==> config.mk <==
export PLATFORM = sky130hd
export DESIGN_NAME = gyro_rotation_step_detector_unit_flat
export DESIGN_NICKNAME = d
export VERILOG_FILES = /design/src/rtl/grsd_pkg.sv /design/src/rtl/grsd_in_if.sv /design/src/rtl/grsd_out_if.sv /design/src/rtl/grsd_div.sv /design/src/rtl/gyro_rotation_step_detector_unit.sv /design/src/flat_wrapper.sv
export SDC_FILE = /design/constraint.sdc
export NUM_CORES = 2
export LEC_CHECK = 0
export BUFFER_PORTS_ARGS = -buffer_cell sky130_fd_sc_hd__buf_2
export CAP_MARGIN = 30
export CORE_MARGIN = 5
export CORE_UTILIZATION = 64
export DETAILED_ROUTE_END_ITERATION = 10
export PLACE_DENSITY = 0.8
export SYNTH_ARGS = -nofsm -noshare
export SYNTH_HDL_FRONTEND = slang
export SYNTH_HIERARCHICAL = 1
export SYNTH_SLANG_ARGS = --single-unit
==> constraint.sdc <==
create_clock -name i_clk -period 8.6 [get_ports i_clk]
set_clock_uncertainty 0.15 [all_clocks]
set_input_delay 1.29 -clock i_clk [delete_from_list [all_inputs] [get_ports i_clk]]
set_output_delay 1.29 -clock i_clk [all_outputs]
set_load 0.02 [all_outputs]
==> src/rtl/grsd_pkg.sv <==
`timescale 1ns / 1ps
// ----------------------------------------------------------------------------
// Gyro rotation step detector package
// Shared widths, register indexes, thresholds and the divider status type.
// ----------------------------------------------------------------------------
package grsd_pkg;

    // Field and register widths.
    localparam int unsigned RATE_W     = 16;
    localparam int unsigned TIME_W     = 32;
    localparam int unsigned WSIZE_W    = 7;
    localparam int unsigned BIAS_W     = 16;
    localparam int unsigned CFG_IDX_W  = 1;
    localparam int unsigned CFG_DATA_W = 16;

    // Default depth of the moving-average window.
    localparam int unsigned WINDOW_MAX_DEF = 64;

    // Arithmetic widths: bias-corrected rate, accumulator, wide product and sum.
    localparam int unsigned ADJ_W   = 17;
    localparam int unsigned ANGLE_W = 40;
    localparam int unsigned WIDE_W  = 50;

    // Detection threshold, 85 degrees in 1/16000 degree units.
    localparam int ANGLE_LIMIT = 1360000;

    // Register indexes of the configuration port.
    localparam logic [CFG_IDX_W-1:0] CFG_WINDOW_SIZE = 1'b0;
    localparam logic [CFG_IDX_W-1:0] CFG_RATE_BIAS   = 1'b1;

    // Status reported by the iterative divider.
    typedef struct packed {
        logic busy;
        logic done;
    } t_div_stat;

endpackage

==> src/rtl/grsd_in_if.sv <==
`timescale 1ns / 1ps
// ----------------------------------------------------------------------------
// Gyro sample channel
// Valid/ready channel carrying one Z rate sample and its timestamp per beat.
// ----------------------------------------------------------------------------
interface grsd_in_if;
    import grsd_pkg::*;

    logic                     valid;
    logic                     ready;
    logic signed [RATE_W-1:0] rate_z;
    logic        [TIME_W-1:0] time_ms;

    modport source (output valid, output rate_z, output time_ms, input ready);
    modport sink   (input valid, input rate_z, input time_ms, output ready);
endinterface

==> src/rtl/grsd_out_if.sv <==
`timescale 1ns / 1ps
// ----------------------------------------------------------------------------
// Rotation result channel
// Valid/ready channel carrying the direction of a detected quarter turn.
// ----------------------------------------------------------------------------
interface grsd_out_if;
    logic valid;
    logic ready;
    logic rotation_positive;

    modport source (output valid, output rotation_positive, input ready);
    modport sink   (input valid, input rotation_positive, output ready);
endinterface

==> src/rtl/grsd_div.sv <==
`timescale 1ns / 1ps
// ----------------------------------------------------------------------------
// Iterative unsigned divider
// Restoring division, one quotient bit per cycle, for the window average.
// ----------------------------------------------------------------------------
module grsd_div #(
    parameter int unsigned N_W = 22,
    parameter int unsigned D_W = 7
) (
    input  logic                i_clk,
    input  logic                i_rst_n,
    input  logic                i_start,
    input  logic [N_W-1:0]      i_dividend,
    input  logic [D_W-1:0]      i_divisor,
    output logic [N_W-1:0]      o_quotient,
    output grsd_pkg::t_div_stat o_stat
);
    localparam int unsigned C_W = $clog2(N_W + 1);

    logic [C_W-1:0] r_cnt;
    logic           r_done;
    logic [N_W-1:0] r_quo;
    logic [D_W-1:0] r_rem;
    logic [D_W-1:0] r_div;

    logic [D_W:0]   trial;
    logic [D_W:0]   diff;
    logic           ge;

    // One restoring step: shift in the next dividend bit and try a subtract.
    always_comb begin
        trial = {r_rem, r_quo[N_W-1]};
        diff  = trial - {1'b0, r_div};
        ge    = (trial >= {1'b0, r_div});
    end

    // Sequencer and datapath registers.
    always_ff @(posedge i_clk) begin
        if (!i_rst_n) begin
            r_cnt  <= '0;
            r_done <= 1'b0;
        end else begin
            r_done <= 1'b0;
            if (i_start) begin
                r_cnt <= C_W'(N_W);
                r_quo <= i_dividend;
                r_rem <= '0;
                r_div <= i_divisor;
            end else if (r_cnt != '0) begin
                r_cnt  <= r_cnt - 1'b1;
                r_quo  <= {r_quo[N_W-2:0], ge};
                r_rem  <= ge ? diff[D_W-1:0] : trial[D_W-1:0];
                r_done <= (r_cnt == C_W'(1));
            end
        end
    end

    assign o_quotient  = r_quo;
    assign o_stat.busy = (r_cnt != '0);
    assign o_stat.done = r_done;
endmodule

==> src/rtl/gyro_rotation_step_detector_unit.sv <==
`timescale 1ns / 1ps
// ----------------------------------------------------------------------------
// Gyro rotation step detector
// Averages Z rate samples over a moving window, removes the bias, integrates
// rate times elapsed time into a saturating angle and flags quarter turns.
// ----------------------------------------------------------------------------
// A new sample is taken only in idle, once the previous one has been through
// update, divide, adjust, multiply, sum and check and, for a turn, its result
// beat has been loaded; the iterative divider works one quotient bit per cycle.
// Reset is synchronous: it clears the window, angle and timestamp and sets
// the window size to 1 and the bias to 0; the sample ring is not cleared.
module gyro_rotation_step_detector_unit #(
    parameter int unsigned WINDOW_MAX = grsd_pkg::WINDOW_MAX_DEF
) (
    input  logic                              i_clk,
    input  logic                              i_rst_n,
    grsd_in_if.sink                           i_in,
    grsd_out_if.source                        o_out,
    input  logic                              i_cfg_we,
    input  logic [grsd_pkg::CFG_IDX_W-1:0]    i_cfg_idx,
    input  logic [grsd_pkg::CFG_DATA_W-1:0]   i_cfg_data
);
    import grsd_pkg::*;

    localparam int unsigned IDX_W = (WINDOW_MAX > 1) ? $clog2(WINDOW_MAX) : 1;
    localparam int unsigned CNT_W = $clog2(WINDOW_MAX + 1);
    localparam int unsigned SUM_W = RATE_W + $clog2(WINDOW_MAX);
    localparam int unsigned CMP_W = (CNT_W > WSIZE_W) ? CNT_W : WSIZE_W;

    localparam logic [CNT_W-1:0] WMAX_CNT = CNT_W'(WINDOW_MAX);
    localparam logic [CMP_W-1:0] WMAX_CMP = CMP_W'(WINDOW_MAX);
    localparam logic [CNT_W:0]   WMAX_EXT = (CNT_W + 1)'(WINDOW_MAX);
    localparam logic [IDX_W-1:0] PTR_LAST = IDX_W'(WINDOW_MAX - 1);

    localparam logic signed [WIDE_W-1:0] LIM_POS = WIDE_W'(ANGLE_LIMIT);
    localparam logic signed [WIDE_W-1:0] LIM_NEG = -LIM_POS;
    localparam logic signed [WIDE_W-1:0] ACC_MAX =
        {{(WIDE_W - ANGLE_W + 1){1'b0}}, {(ANGLE_W - 1){1'b1}}};
    localparam logic signed [WIDE_W-1:0] ACC_MIN = ~ACC_MAX;

    typedef enum logic [2:0] {
        ST_IDLE,
        ST_UPD,
        ST_DIV,
        ST_ADJ,
        ST_MUL,
        ST_SUM,
        ST_CHK
    } t_state;

    t_state                     r_state;
    logic [WSIZE_W-1:0]         r_wsize;
    logic signed [BIAS_W-1:0]   r_bias;
    logic [IDX_W-1:0]           r_ptr;
    logic [CNT_W-1:0]           r_held;
    logic signed [SUM_W-1:0]    r_total;
    logic [TIME_W-1:0]          r_prev;
    logic signed [ANGLE_W-1:0]  r_angle;
    logic                       r_div_start;
    logic                       r_out_valid;
    logic                       r_out_pos;

    logic signed [RATE_W-1:0]   r_sample;
    logic signed [RATE_W-1:0]   r_rd;
    logic [TIME_W-1:0]          r_dt;
    logic                       r_evict;
    logic signed [ADJ_W-1:0]    r_adj;
    logic signed [WIDE_W-1:0]   r_step;
    logic signed [WIDE_W-1:0]   r_sum;

    logic [RATE_W-1:0]          r_ring [WINDOW_MAX];

    logic                       acc_in;
    logic [CMP_W-1:0]           ws_ext;
    logic [CNT_W-1:0]           w_eff;
    logic                       evict;
    logic [CNT_W:0]             old_raw;
    logic [CNT_W:0]             old_wrap;
    logic [IDX_W-1:0]           oldest;
    logic [IDX_W-1:0]           ptr_next;
    logic [SUM_W-1:0]           total_mag;
    logic [SUM_W-1:0]           quotient;
    t_div_stat                  div_stat;
    logic signed [ADJ_W-1:0]    avg_mag;
    logic signed [ADJ_W-1:0]    avg;
    logic signed [TIME_W:0]     dt_s;
    logic signed [WIDE_W-1:0]   mul_p;
    logic                       hit;
    logic signed [WIDE_W-1:0]   sat_v;
    logic                       out_free;

    assign acc_in     = i_in.valid && i_in.ready;
    assign i_in.ready = (r_state == ST_IDLE);

    // Effective window length, clamped to 1..WINDOW_MAX.
    always_comb begin
        ws_ext = CMP_W'(r_wsize);
        if (ws_ext == '0) begin
            w_eff = CNT_W'(1);
        end else if (ws_ext > WMAX_CMP) begin
            w_eff = WMAX_CNT;
        end else begin
            w_eff = CNT_W'(ws_ext);
        end
        evict = (r_held >= w_eff);
    end

    // Ring slot of the oldest held sample, and the next write slot.
    always_comb begin
        old_raw  = (CNT_W + 1)'(r_ptr) + WMAX_EXT - (CNT_W + 1)'(r_held);
        old_wrap = (old_raw >= WMAX_EXT) ? (old_raw - WMAX_EXT) : old_raw;
        oldest   = old_wrap[IDX_W-1:0];
        ptr_next = (r_ptr == PTR_LAST) ? '0 : (r_ptr + 1'b1);
    end

    // Magnitude of the window sum for the unsigned divider.
    assign total_mag = r_total[SUM_W-1] ? SUM_W'(-r_total) : SUM_W'(r_total);

    grsd_div #(
        .N_W (SUM_W),
        .D_W (CNT_W)
    ) u_grsd_div (
        .i_clk      (i_clk),
        .i_rst_n    (i_rst_n),
        .i_start    (r_div_start),
        .i_dividend (total_mag),
        .i_divisor  (r_held),
        .o_quotient (quotient),
        .o_stat     (div_stat)
    );

    // Signed average, truncated toward zero, and the rate-times-interval product.
    always_comb begin
        avg_mag = $signed({1'b0, quotient[RATE_W-1:0]});
        avg     = r_total[SUM_W-1] ? -avg_mag : avg_mag;
        dt_s    = $signed({1'b0, r_dt});
        mul_p   = WIDE_W'(r_adj) * WIDE_W'(dt_s);
    end

    // Threshold test and saturation of the new angle sum.
    always_comb begin
        hit = (r_sum >= LIM_POS) || (r_sum <= LIM_NEG);
        if (r_sum > ACC_MAX) begin
            sat_v = ACC_MAX;
        end else if (r_sum < ACC_MIN) begin
            sat_v = ACC_MIN;
        end else begin
            sat_v = r_sum;
        end
        out_free = !r_out_valid || o_out.ready;
    end

    // Sample ring: oldest entry read on acceptance, new sample written after.
    always_ff @(posedge i_clk) begin
        if (acc_in) begin
            r_rd <= r_ring[oldest];
        end
        if (r_state == ST_UPD) begin
            r_ring[r_ptr] <= r_sample;
        end
    end

    // Sequencer, window state, accumulator and output register.
    always_ff @(posedge i_clk) begin
        if (!i_rst_n) begin
            r_state     <= ST_IDLE;
            r_wsize     <= WSIZE_W'(1);
            r_bias      <= '0;
            r_ptr       <= '0;
            r_held      <= '0;
            r_total     <= '0;
            r_prev      <= '0;
            r_angle     <= '0;
            r_div_start <= 1'b0;
            r_out_valid <= 1'b0;
        end else begin
            r_div_start <= 1'b0;
            // A taken result beat frees the register unless a new one loads it now.
            if (o_out.valid && o_out.ready && !(r_state == ST_CHK && hit)) begin
                r_out_valid <= 1'b0;
            end

            // Register writes; a new window size empties the window.
            if (i_cfg_we) begin
                unique case (i_cfg_idx)
                    CFG_WINDOW_SIZE: begin
                        r_wsize <= i_cfg_data[WSIZE_W-1:0];
                        r_ptr   <= '0;
                        r_held  <= '0;
                        r_total <= '0;
                    end
                    CFG_RATE_BIAS: begin
                        r_bias <= $signed(i_cfg_data[BIAS_W-1:0]);
                    end
                endcase
            end

            unique case (r_state)
                ST_IDLE: begin
                    if (acc_in) begin
                        r_sample <= i_in.rate_z;
                        r_dt     <= i_in.time_ms - r_prev;
                        r_prev   <= i_in.time_ms;
                        r_evict  <= evict;
                        r_state  <= ST_UPD;
                    end
                end
                ST_UPD: begin
                    if (r_evict) begin
                        r_total <= r_total - SUM_W'(r_rd) + SUM_W'(r_sample);
                    end else begin
                        r_total <= r_total + SUM_W'(r_sample);
                        r_held  <= r_held + 1'b1;
                    end
                    r_ptr       <= ptr_next;
                    r_div_start <= 1'b1;
                    r_state     <= ST_DIV;
                end
                ST_DIV: begin
                    if (div_stat.done) begin
                        r_state <= ST_ADJ;
                    end
                end
                ST_ADJ: begin
                    r_adj   <= avg - ADJ_W'(r_bias);
                    r_state <= ST_MUL;
                end
                ST_MUL: begin
                    r_step  <= mul_p;
                    r_state <= ST_SUM;
                end
                ST_SUM: begin
                    r_sum   <= r_step + WIDE_W'(r_angle);
                    r_state <= ST_CHK;
                end
                ST_CHK: begin
                    if (!hit) begin
                        r_angle <= sat_v[ANGLE_W-1:0];
                        r_state <= ST_IDLE;
                    end else if (out_free) begin
                        r_out_valid <= 1'b1;
                        r_out_pos   <= !r_sum[WIDE_W-1];
                        r_angle     <= '0;
                        r_state     <= ST_IDLE;
                    end
                end
            endcase
        end
    end

    assign o_out.valid             = r_out_valid;
    assign o_out.rotation_positive = r_out_pos;
endmodule

==> src/flat_wrapper.sv <==
// flat-port wrapper written by rule: the top's interface ports become plain ports
module gyro_rotation_step_detector_unit_flat import grsd_pkg::*;
#(
    parameter int unsigned WINDOW_MAX = grsd_pkg::WINDOW_MAX_DEF
)
  (i_clk, i_rst_n, i_cfg_we, i_cfg_idx, i_cfg_data, i_in_valid, i_in_rate_z, i_in_time_ms, i_in_ready, o_out_valid, o_out_rotation_positive, o_out_ready);
  grsd_in_if i_in_i ();
  grsd_out_if o_out_i ();
  input  logic i_clk;
  input  logic i_rst_n;
  input  logic i_cfg_we;
  input  logic [grsd_pkg::CFG_IDX_W-1:0] i_cfg_idx;
  input  logic [grsd_pkg::CFG_DATA_W-1:0] i_cfg_data;
  input wire logic [$bits(i_in_i.valid)-1:0] i_in_valid;
  input wire logic [$bits(i_in_i.rate_z)-1:0] i_in_rate_z;
  input wire logic [$bits(i_in_i.time_ms)-1:0] i_in_time_ms;
  output wire logic [$bits(i_in_i.ready)-1:0] i_in_ready;
  output wire logic [$bits(o_out_i.valid)-1:0] o_out_valid;
  output wire logic [$bits(o_out_i.rotation_positive)-1:0] o_out_rotation_positive;
  input wire logic [$bits(o_out_i.ready)-1:0] o_out_ready;
  assign i_in_i.valid = i_in_valid;
  assign i_in_i.rate_z = i_in_rate_z;
  assign i_in_i.time_ms = i_in_time_ms;
  assign i_in_ready = i_in_i.ready;
  assign o_out_valid = o_out_i.valid;
  assign o_out_rotation_positive = o_out_i.rotation_positive;
  assign o_out_i.ready = o_out_ready;
  gyro_rotation_step_detector_unit #(.WINDOW_MAX(WINDOW_MAX)) u_core (.i_clk(i_clk), .i_rst_n(i_rst_n), .i_in(i_in_i), .o_out(o_out_i), .i_cfg_we(i_cfg_we), .i_cfg_idx(i_cfg_idx), .i_cfg_data(i_cfg_data));
endmodule
==> results.toml <==
[yosys]
async_reset_ff_share_pct = 0
yosysTopAreaCellShare_pct = 47.7
ys_types = 92
syn_avg_cell_area_sq_um = 13.5
synthesis.nets = 6657
synthCells = 5789
synth-seq-cells = 1384
ys_top_cells_by_count = "edfxtp_1, inv_1, nand2_1"
ys_seq_area_share_pct = 51.3
yosys.area.top_type = "edfxtp_1"
synth_area_leaders = "edfxtp_1, fa_1, mux4_2"
synth_most_common_cell = "edfxtp_1"
syn-cell-area_sq_mm = 0.0783
ys.flop_type = "edfxtp_1"
ys_warn_count = 6
synth_edf_count = 1243

[timing]
hold_viol = 0
rsz0062_at_grt = "no"
fmax_mhz = 135
relSlewSlack_pct = 32.2
setup_violations = 0
slew_violations = 0
min_period_over_period_pct = 86.4
fin_ws_ps = 1170
tightest_slew_ps = 1020
fin_tns_setup_ps = 0
min_period_ps = 7430

[detailed_routing]
route.detailed.wl_per_inst_microns = 26.4
drc = 0
postRouteAntennaNets = 0
viasPerCell = 6.36
vias = 48500
wirelength_microns = 201000
drtIter0Drc = 5443
drt-pass1-iter-count = 9

[floorplanning]
ioPinCount = 73
die-area_sq_mm = 0.129
die_x_microns = 360
die_h_microns = 360
core_area_sq_mm = 0.122
start_util_pct = 64.3
rows = 128

[placed_design]
placed_cell_area_sq_mm = 0.0809
hpwlAfterDp_microns = 129000
post-place-ws_ps = 1220
portBuffers = 72
gp_congestion = 0.900

[global_route]
grt_pass1_vias = 50100
grt_use_total_pct = 31.1
grt_pass1_wl_microns = 305000
overflow = 0
grt_max_degree = 133
antenna_found_initial = 1

[clocking]
cts_tree = "done"
clk_pin_slew_ps = 60
postCtsSetupBuffers = 0
h-tree-depth = 4
cts.sinks = 1384
root_buffer = "clkbuf_16"
holdBufCountCts = 0
worst_skew_pair.late_latency_ps = 800
cts_made_buffers = 140
clockBufferDepth = 3
post_cts_resized = 0

[critical_path]
start_kind = "flop"
cp_max_fo = 17
crit_required_ps = 8950
worstPathArrival_ps = 7780
end_kind = "flop"
critPathKind = "flop to flop"

[power_and_ir_drop]
p_seq_share_pct = 30.3
power_frac_clock_pct = 22.1
swShare_pct = 38.4
power.density_mw_per_mm2 = 321
power_mw = 27.4
p_leak_nw = 32.7
peakVddDrop_uv = 711
p_sw_mw = 10.5
power.internal_mw = 16.9
pwr-share-comb_pct = 47.7

[outcome]
outcome = "completed"

[hold_path]
hold_path_class = "flop to flop"

[layout]
syn2layout_area_growth_pct = 9.29
design_area_sq_mm = 0.0855
drive_gt1_share_pct = 13.2
fin_util_pct = 70.3
fin_nets = 6761

[run]
drv_cap = 0
==> cell usage in the layout (no fill, tap or decap), types with 76 or more instances in the layout <==
master,Yosys,routed
buf_4,1,124
mux4_2,320,320
nand2_1,512,512
xnor2_1,150,147
fa_1,476,475
ha_1,322,321
dfxtp_1,141,141
edfxtp_1,1243,1243
a21oi_1,206,206
a21o_1,92,92
clkbuf_16,0,141
and2_1,266,266
nand3_1,76,76
inv_1,685,684
nor2_1,237,235
o21ai_0,125,125
==> sequential cells by signal, indices dropped and copies added (netlist names), 3 cells and up <==
signal,cells
u_core/r_ring,1024
u_core/r_held,7
u_core/r_wsize,7
u_core/u_grsd_div/r_cnt,5
u_core/u_grsd_div/o_quotient,22
u_core/r_angle,40
u_core/r_sample,16
u_core/r_dt,32
u_core/u_grsd_div/r_div,7
u_core/r_ptr,6
u_core/u_grsd_div/r_rem,7
u_core/r_total,22
u_core/r_prev,32
u_core/r_rd,16
u_core/r_adj,17
u_core/r_state,3
u_core/r_step,50
u_core/r_sum,50
u_core/r_bias,16
==> layer usage <==
layer / track usage (%) / vias to the layer above / part of all wire [%]
li1: - / 20800 / -
met1: 38.4 / 24500 / 35
met2: 53.6 / 2706 / 51
met3: 4.69 / 600 / 7.9
met4: 16.7 / 0 / 6.2
met5: 0 / - / 0
==> critical path, stage by stage, from the launching register on <==
cell,delay (ps)
edfxtp_1,780
buf_8,260
nand2_1,100
fa_1,550
fa_1,520
fa_1,510
inv_1,50
fa_1,480
fa_1,490
inv_1,50
fa_1,470
inv_1,40
ha_1,330
and3_1,220
and2_1,180
a221o_1,360
and3_1,200
a21oi_1,480
nand2b_1,200
a21o_1,210
a21oi_1,210
o21ai_0,140
xor2_1,150
==> path summary, 6_finish.rpt <==
kind / from / end / slack, ps / cells after the start
worst min-delay path: u_core/r_angle[36] / u_core/r_angle[36] / 310 / 1
worst min register to register: u_core/r_angle[36] / u_core/r_angle[36] / 310 / 1
worst max register to register: u_core/r_adj[2] / u_core/r_step[32] / 1170 / 22
worst max-delay path: u_core/r_adj[2] / u_core/r_step[32] / 1170 / 22
==> logic make-up after synthesis <==
logic type | share of synthesized area, %
DFF | 51.3
and+or+nand+nor | 8.44
buffers and inverters | 4.52
adders and majority gates | 17.3
AOI/OAI and AO/OA | 6.29
muxes | 9.81
xor gates and xnor gates | 2.32
==> metrics by stage <==
step	instances	hold slack, ps
6_report	7630	311
5_1_grt	7629	326
4_1_cts	7627	313
3_5_place_dp	7374	300
3_3_place_gp	7365	289
2_1_floorplan	5789	283
==> area by class of cell <==
| class | instances | area (sq um) |
|---|---|---|
| antenna | 1 | 2.50 |
| clock buffer | 177 | 3690 |
| clock inverter | 76 | 835 |
| fill | 7800 | 36200 |
| inverter | 687 | 2580 |
| multi-input combinational | 3472 | 34700 |
| sequential | 1384 | 40100 |
| tap | 1625 | 2030 |
| timing repair buffer | 208 | 1580 |
==> power groups by stage <==
| stage | clock network (mW) | registers [mW] | logic, mW |
|---|---|---|---|
| after floorplan | 0 | 8.37 | 9.48 |
| after global placement | 0 | 8.44 | 12.6 |
| after detailed placement | 0 | 8.44 | 12.9 |
| after CTS | 6.13 | 8.30 | 13.1 |
| after global routing | 6.45 | 8.32 | 14.4 |
| final | 6.05 | 8.31 | 13.1 |
Power figures use the tool's default switching activity.
